===== config.mk =====
export PLATFORM = sky130hd
export DESIGN_NAME = sbet_div
export DESIGN_NICKNAME = d
export VERILOG_FILES = /design/src/sbet_pkg.sv /design/src/sbet_div.sv
export SDC_FILE = /design/constraint.sdc
export NUM_CORES = 2
export LEC_CHECK = 0
export BUFFER_PORTS_ARGS = -buffer_cell sky130_fd_sc_hd__buf_2
export CORE_ASPECT_RATIO = 2
export CORE_UTILIZATION = 60
export CTS_CLUSTER_DIAMETER = 80
export DETAILED_ROUTE_END_ITERATION = 8
export MAX_ROUTING_LAYER = met4
export PLACE_DENSITY = 0.76
export REMOVE_ABC_BUFFERS = 1
export SETUP_SLACK_MARGIN = 0.4
export SLEW_MARGIN = 40
export SYNTH_ARGS = -nofsm -noshare
export SYNTH_HDL_FRONTEND = slang
export SYNTH_SLANG_ARGS = --single-unit

===== constraint.sdc =====
create_clock -name clk -period 5.3 [get_ports clk]
set_input_delay 0.53 -clock clk [delete_from_list [all_inputs] [get_ports clk]]
set_output_delay 0.53 -clock clk [all_outputs]
set_load 0.02 [all_outputs]

===== src/sbet_pkg.sv =====
// ----------------------------------------------------------------------------
// sbet_pkg
// Shared constants for the swept box entry time block.
// ----------------------------------------------------------------------------
package sbet_pkg;

  // Default coordinate width, signed fixed point
  localparam int unsigned COORD_BITS = 32;
  // Default number of fraction bits in coordinates and times
  localparam int unsigned FRAC_BITS  = 16;

endpackage


===== src/sbet_div.sv =====
// ----------------------------------------------------------------------------
// sbet_div
// Pipelined signed fixed-point divider: floor(num * 2^FB / den), saturated
// to [-2.0, 2.0]. One quotient bit per stage.
// ----------------------------------------------------------------------------
module sbet_div #(
  parameter int unsigned CB = sbet_pkg::COORD_BITS,
  parameter int unsigned FB = sbet_pkg::FRAC_BITS
) (
  input  logic                 clk,
  input  logic signed [CB+1:0] num,
  input  logic signed [CB-1:0] den,
  output logic signed [FB+2:0] quo,
  output logic                 den_zero
);

  localparam int unsigned DW = CB + 2;
  localparam int unsigned TW = FB + 3;
  localparam logic signed [TW-1:0] TWO     = TW'(64'd2 << FB);
  localparam logic signed [TW-1:0] NEG_TWO = TW'(0) - TWO;

  // Stage 1: magnitudes and sign
  logic [DW-1:0] a1;
  logic [CB-1:0] b1;
  logic          neg1, zero1;

  always_ff @(posedge clk) begin
    a1    <= num[DW-1] ? DW'(0) - num : num;
    b1    <= den[CB-1] ? CB'(0) - den : den;
    neg1  <= (num != '0) && (num[DW-1] != den[CB-1]);
    zero1 <= (den == '0);
  end

  // Stage 2: saturation check and integer quotient bit
  logic [CB-1:0] r_st [FB+1];
  logic [FB:0]   q_st [FB+1];
  logic [CB-1:0] b_st [FB+1];
  logic          neg_st [FB+1];
  logic          sat_st [FB+1];
  logic          zero_st [FB+1];

  logic [DW-1:0] b1_ext;
  logic [DW-1:0] b1_dbl;
  logic          int_bit;

  assign b1_ext  = DW'(b1);
  assign b1_dbl  = DW'({b1, 1'b0});
  assign int_bit = (a1 >= b1_ext);

  always_ff @(posedge clk) begin
    sat_st[0]  <= (a1 >= b1_dbl);
    r_st[0]    <= CB'(a1 - (int_bit ? b1_ext : DW'(0)));
    q_st[0]    <= (FB+1)'(int_bit);
    b_st[0]    <= b1;
    neg_st[0]  <= neg1;
    zero_st[0] <= zero1;
  end

  // Fraction bits, one restoring step per stage
  for (genvar i = 0; i < FB; i++) begin : g_step
    logic [CB:0] r2;
    logic [CB:0] bx;
    logic        ge;

    assign r2 = {r_st[i], 1'b0};
    assign bx = {1'b0, b_st[i]};
    assign ge = (r2 >= bx);

    always_ff @(posedge clk) begin
      r_st[i+1]    <= ge ? CB'(r2 - bx) : CB'(r2);
      q_st[i+1]    <= {q_st[i][FB-1:0], ge};
      b_st[i+1]    <= b_st[i];
      neg_st[i+1]  <= neg_st[i];
      sat_st[i+1]  <= sat_st[i];
      zero_st[i+1] <= zero_st[i];
    end
  end

  // Final stage: sign, floor correction, saturation
  logic [TW-1:0] q_mag;

  assign q_mag = TW'(q_st[FB]) + TW'(r_st[FB] != '0);

  always_ff @(posedge clk) begin
    if (sat_st[FB]) begin
      quo <= neg_st[FB] ? NEG_TWO : TWO;
    end else if (neg_st[FB]) begin
      quo <= TW'(0) - q_mag;
    end else begin
      quo <= TW'(q_st[FB]);
    end
    den_zero <= zero_st[FB];
  end

endmodule


# After elaboration in Yosys (flattened, before gate mapping)
# Memories as Yosys holds them, arrays and structs flattened. A register that Yosys moved wholly into a read port is not among the register bits.
# Cells that the tools add are included.
[totals]
ff_bits = 87
ramBits = 1428
inputBits = 67
out_inout_bits = 20
elab_cells = 79
n_memories = 6
[op_classes]
n_addsub = 21
n_lt_le_gt_ge = 18
n_eq_ne = 1
muxes = 22
n_reduce_logical = 4
[mem_list]
columns = ["memory", "depth", "width", "read_ports", "rd_ports_with_merged_regs", "write_ports", "line", "rtl"]
rows = [
  ["b_st", 17, 32, 16, 0, 17, "sbet_div.sv:37", "logic [CB-1:0] b_st [FB+1];"],
  ["r_st", 17, 32, 17, 0, 17, "sbet_div.sv:35", "logic [CB-1:0] r_st [FB+1];"],
  ["q_st", 17, 17, 17, 0, 17, "sbet_div.sv:36", "logic [FB:0] q_st [FB+1];"],
  ["neg_st", 17, 1, 17, 0, 17, "sbet_div.sv:38", "logic neg_st [FB+1];"],
  ["sat_st", 17, 1, 17, 0, 17, "sbet_div.sv:39", "logic sat_st [FB+1];"],
  ["zero_st", 17, 1, 17, 1, 17, "sbet_div.sv:40", "logic zero_st [FB+1];"],
]
[ops]
columns = ["cell", "n"]
rows = [
  ["2-to-1 mux 32 bit", 17],
  ["subtractor 32 bit", 17],
  ["greater-or-equal comparator 33 x 32 -> 1 bit", 16],
  ["2-to-1 mux 19 bit", 3],
  ["greater-or-equal comparator 34 x 32 -> 1 bit", 1],
  ["greater-or-equal comparator 34 x 33 -> 1 bit", 1],
  ["nonzero test 34 bit", 1],
  ["subtractor 1 x 34 -> 34 bit, first input constant", 1],
  ["2-to-1 mux 33 bit", 1],
  ["zero test 32 bit", 1],
  ["nonzero test 32 bit", 1],
  ["subtractor 1 x 32 -> 32 bit, first input constant", 1],
  ["2-to-1 mux 31 bit", 1],
  ["subtractor 1 x 19 -> 19 bit, first input constant", 1],
  ["adder 17 x 1 -> 18 bit", 1],
  ["logical AND 1 bit", 1],
  ["!= test 1 bit", 1],
]

# Depth between registers and ports, before layout
# An unclocked memory read counts as a cell.
[depth]
depth_word = 6
mapped_depth = 23
mapped_depth_nobuf = 23

# Worst setup path before layout
# OpenSTA, ideal clock, no wires.
[synth_path]
path_type = "register -> register"
startpoint = "register b1[31]"
endpoint = "memory r_st[0][28] (netlist name)"
setup_ns = 0.072
arrival_ns = 4.613
t_required_ns = 5.228
path_slack_ns = 0.614
stages_incl_launch_ff = 20
n_path_buf = 1
period_less_slack_ns = 4.686
cell_sequence = "dfxtp_1 -> inv_1 -> ha_1 -> nand2_1 -> or4_1 -> or3b_2 -> o21ai_1 -> clkbuf_1 -> nand2_1 -> fa_1 -> a21o_1 -> a21oi_1 -> o21ai_0 -> a31oi_1 -> o31a_1 -> o21a_1 -> nor3_1 -> or2_2 -> o31ai_1 -> xnor2_1"
[synth_lines]
columns = ["item", "line", "rtl"]
rows = [
  ["start: declaration", "sbet_div.sv:24", "logic [CB-1:0] b1;"],
  ["start signal: assignment", "sbet_div.sv:29", "b1 <= den[CB-1] ? CB'(0) - den : den;"],
  ["end: declaration", "sbet_div.sv:35", ""],
]

==> impl_results.md <==
- Status: completed
- Worst slew pin tran: 920 ps
- Global placement routability congestion: 1.02
- Commonest non-fill, non-tap cell in the layout: dfxtp_1
- Final Util: 67.7%
- Max VDD drop: 0.391 mV
- Clock power frac: 16.5%
- Die area: 111,000 um2
- Post-synthesis register bit count: 1,348
- Iter 0 DRT Violations: 1,876
- Synth Instances: 7,113
- Worst r2r path cells: 29
- Final setup viols: 0
- Final Critical Period: 4890 ps
- Port Buffers: 86
- Layout cell share with drive strength beyond 1: 10.9%
- Synth top area share: 41.0%
- Placed Instances: 8,554
- Register-to-register setup slack: 410 ps
- TritonCTS Buffers: 118
- Cell area after synthesis: 65,800 um2
- Pint: 32.2 mW
- Crit Path Max Fanout: 6
- Via density per instance: 5.88
- Initial antenna violation count: 3
- Sequential Power Share: 28.0%
- RSZ-0062 raised after global routing: true
- Tcrit/Tclk final: 92.3%
- Critical path class: reg2reg
- Sw frac: 42.1%
- Synth unique cells: 93
- Root buffer cell: clkbuf_16
- CP arrival: 5580 ps
- Max-cap check violation count: 0
- Wire length per cell: 21.0 um
- Switch Pwr: 23.3 mW
- Grt total ovfl: 0
- Nets: 8,037
- Clk buf depth: 3
- Clock transition at the registers of the reported paths: 70 ps
- Number of synthesized flops with an enable pin: 0
- Critical path's slowest cell: o31a_1
- Starting Density: 60.5%
- Sequential-to-total area share from yosys stat: 41.0%
- Clk Latency, worst-skew pair: 770 ps
- Largest stage delay, worst path: 350 ps
- Largest area contributor in the netlist: dfxtp_1
- Rows: 171
- Total vias in the final route: 52,000
- # fillers: 8,662
- CTS H-tree depth: 3
- CTS tree: yes
- Layout area overhead: 11.8%
- Syn Area/Cell: 9.25 um2
- First-pass GRT wire length: 285,000 um
- Min-Delay Path Class: in2reg
- GRT Total Usage: 34.3%
- Hold Fails Final Rpt: 0
- Slew Viols, Final: 0
- TritonCTS Sinks: 1,348
- Startpoint Class: flip-flop
- DIE WIDTH: 236 um
- Clock skew: 28.7 ps
- Finished Layout Cells: 8,846
- Post-Route WL: 186,000 um
- Core area: 109,000 um2
- PwrDens: 754 nW/um2
- Setup WS pre-CTS: -169 ps
- Top cells by area, synth: dfxtp_1 41%, ha_1 12%, xnor2_1 5.1%
- Ys async rst share: 0%
- Combinational share of power: 55.5%
- Reg-to-reg critical path startpoint: b1[20]$_DFF_P_
- Post-route ant nets: 0
- Crit path setup slack, layout: 410 ps
- LEAKAGE: 33.9 nW
- Setup crit start: b1[20]$_DFF_P_
- Post-route DRC: 0
- YS warnings: 0
- Drt pass-1 iters: 5
- Largest net degree at the start of global routing: 65
- Power, Total: 55.5 mW
- Max_slew headroom: 38.0%
- Vias in the first global route: 56,400
- CP Capture Type: flip-flop
- DP HPWL: 148,000 um
- CP required: 5990 ps
- Worst setup path endpoint: r_st[0][30]$_DFF_P_
- I/O pin cnt: 87
- Fmax: 204 MHz
- Most frequent cells in the layout: 1,344 x dfxtp_1, 696 x inv_1, 654 x a21oi_1, 605 x ha_1, 490 x nor2_1
- Reg-to-Reg End: r_st[0][30]$_DFF_P_
- Die Y: 470 um
- Main flop type after synthesis: dfxtp_1
repair_timing:
item                                   CTS  global route
gates cloned                             0             1
setup buffers                            2             3
setup endpoints to repair               14             8
hold buffers                            45             0
endpoints found under the hold margin   46             0
gates resized for setup                 32            30
pin swaps                               20            30
worst min-delay path by stage:
stage | start | end | slack (ps) | depth (start not counted)
2_1_floorplan | zero_st[16]$_DFF_P_ | den_zero$_DFF_P_ | 310 | 0
3_3_place_gp | zero_st[12]$_DFF_P_ | zero_st[13]$_DFF_P_ | 310 | 0
6_report | num[10] | a1[10]$_DFF_P_ | 30 | 2
3_5_place_dp | neg_st[4]$_DFF_P_ | neg_st[5]$_DFF_P_ | 310 | 0
4_1_cts | num[24] | a1[24]$_DFF_P_ | 2 | 2
5_1_grt | num[27] | a1[27]$_DFF_P_ | 20 | 2
final cells by class:
| type | count | area [um2] | area share [%] |
|---|---|---|---|
| multi-input cells | 4893 | 35800 | 48.7 |
| flip-flops and latches | 1348 | 27000 | 36.7 |
| clock buffers | 155 | 3260 | 4.43 |
| inverters | 700 | 2630 | 3.57 |
| repair buffers | 280 | 2150 | 2.93 |
| well taps | 1384 | 1730 | 2.35 |
| clock inverters | 68 | 903 | 1.23 |
| diodes | 18 | 45.0 | 0.0612 |
logic make-up (layout without fill, tap and decap cells):
logic type,count (synthesis),after routing,share of synthesized area (%)
and+or+nand+nor,1586,1586,11.7
AOI/OAI and AO/OA,1849,1849,17.8
other,0,18,0
xor gates and xnor gates,561,561,7.47
adders and majority gates,629,629,12.2
muxes,268,268,4.69
buffers and inverters,872,1203,5.17
DFF,1348,1348,41.0
sequential cells by signal (all words and copies together), names as in the netlist:
name,cells
b1,32
zero_st,17
quo,19
neg_st,17
neg1,1
r_st,544
a1,34
b_st,512
zero1,1
den_zero,1
q_st,153
sat_st,17
cells in the mapped netlist, types with 40 or more instances:
| master | instances |
|---|---|
| dfxtp_1 | 1348 |
| inv_1 | 700 |
| a21oi_1 | 658 |
| ha_1 | 612 |
| nor2_1 | 491 |
| nand2_1 | 384 |
| xnor2_1 | 383 |
| o21ai_0 | 318 |
| a21o_1 | 291 |
| mux2_2 | 209 |
| xor2_1 | 178 |
| nand3_1 | 123 |
| clkbuf_1 | 116 |
| nand4_1 | 89 |
| nor3_1 | 78 |
| nor2b_1 | 76 |
| nand2b_1 | 70 |
| o21a_1 | 69 |
| o21bai_1 | 69 |
| o31ai_1 | 57 |
| and3_1 | 54 |
| a31oi_1 | 53 |
| a211oi_1 | 51 |
| and2_1 | 40 |
routing by layer:
metal / vias up / part of all wire (%) / track usage (%)
met2: 1321 / 58 / 70.4
li1: 25200 / - / -
met3: 930 / 2.6 / 4.17
met4: 0 / 14 / 42.1
met1: 24500 / 25 / 19.8
met5: - / 0 / -
stage by stage:
| step | hold WS, ps | cell area [um2] | TNS (ps) |
|---|---|---|---|
| after floorplan | 310 | 65000 | -211 |
| after global placement | 310 | 68500 | -203 |
| after detailed placement | 312 | 68600 | -323 |
| after CTS | 1.55 | 73300 | 0 |
| after global routing | 20.6 | 73600 | 0 |
| final | 31.2 | 73600 | 0 |
worst max-delay path, delay by kind of cell, from the launching register on:
kind                       cells  cell delay, ps
AOI/OAI and AO/OA             12            1810
xor gates and xnor gates       1             180
adders and majority gates      2             550
buffers and inverters         10            1270
DFF                            1             330
and+or+nand+nor                4             660
power groups by stage:
stage          registers, mW  logic, mW  clock network (mW)
2_1_floorplan           15.2       22.2                   0
3_3_place_gp            15.6       29.4                   0
3_5_place_dp            15.7       30.0                   0
4_1_cts                 15.5       30.4                9.28
5_1_grt                 15.8       33.5                9.72
6_report                15.5       30.8                9.17
Power figures use the tool's default switching activity.
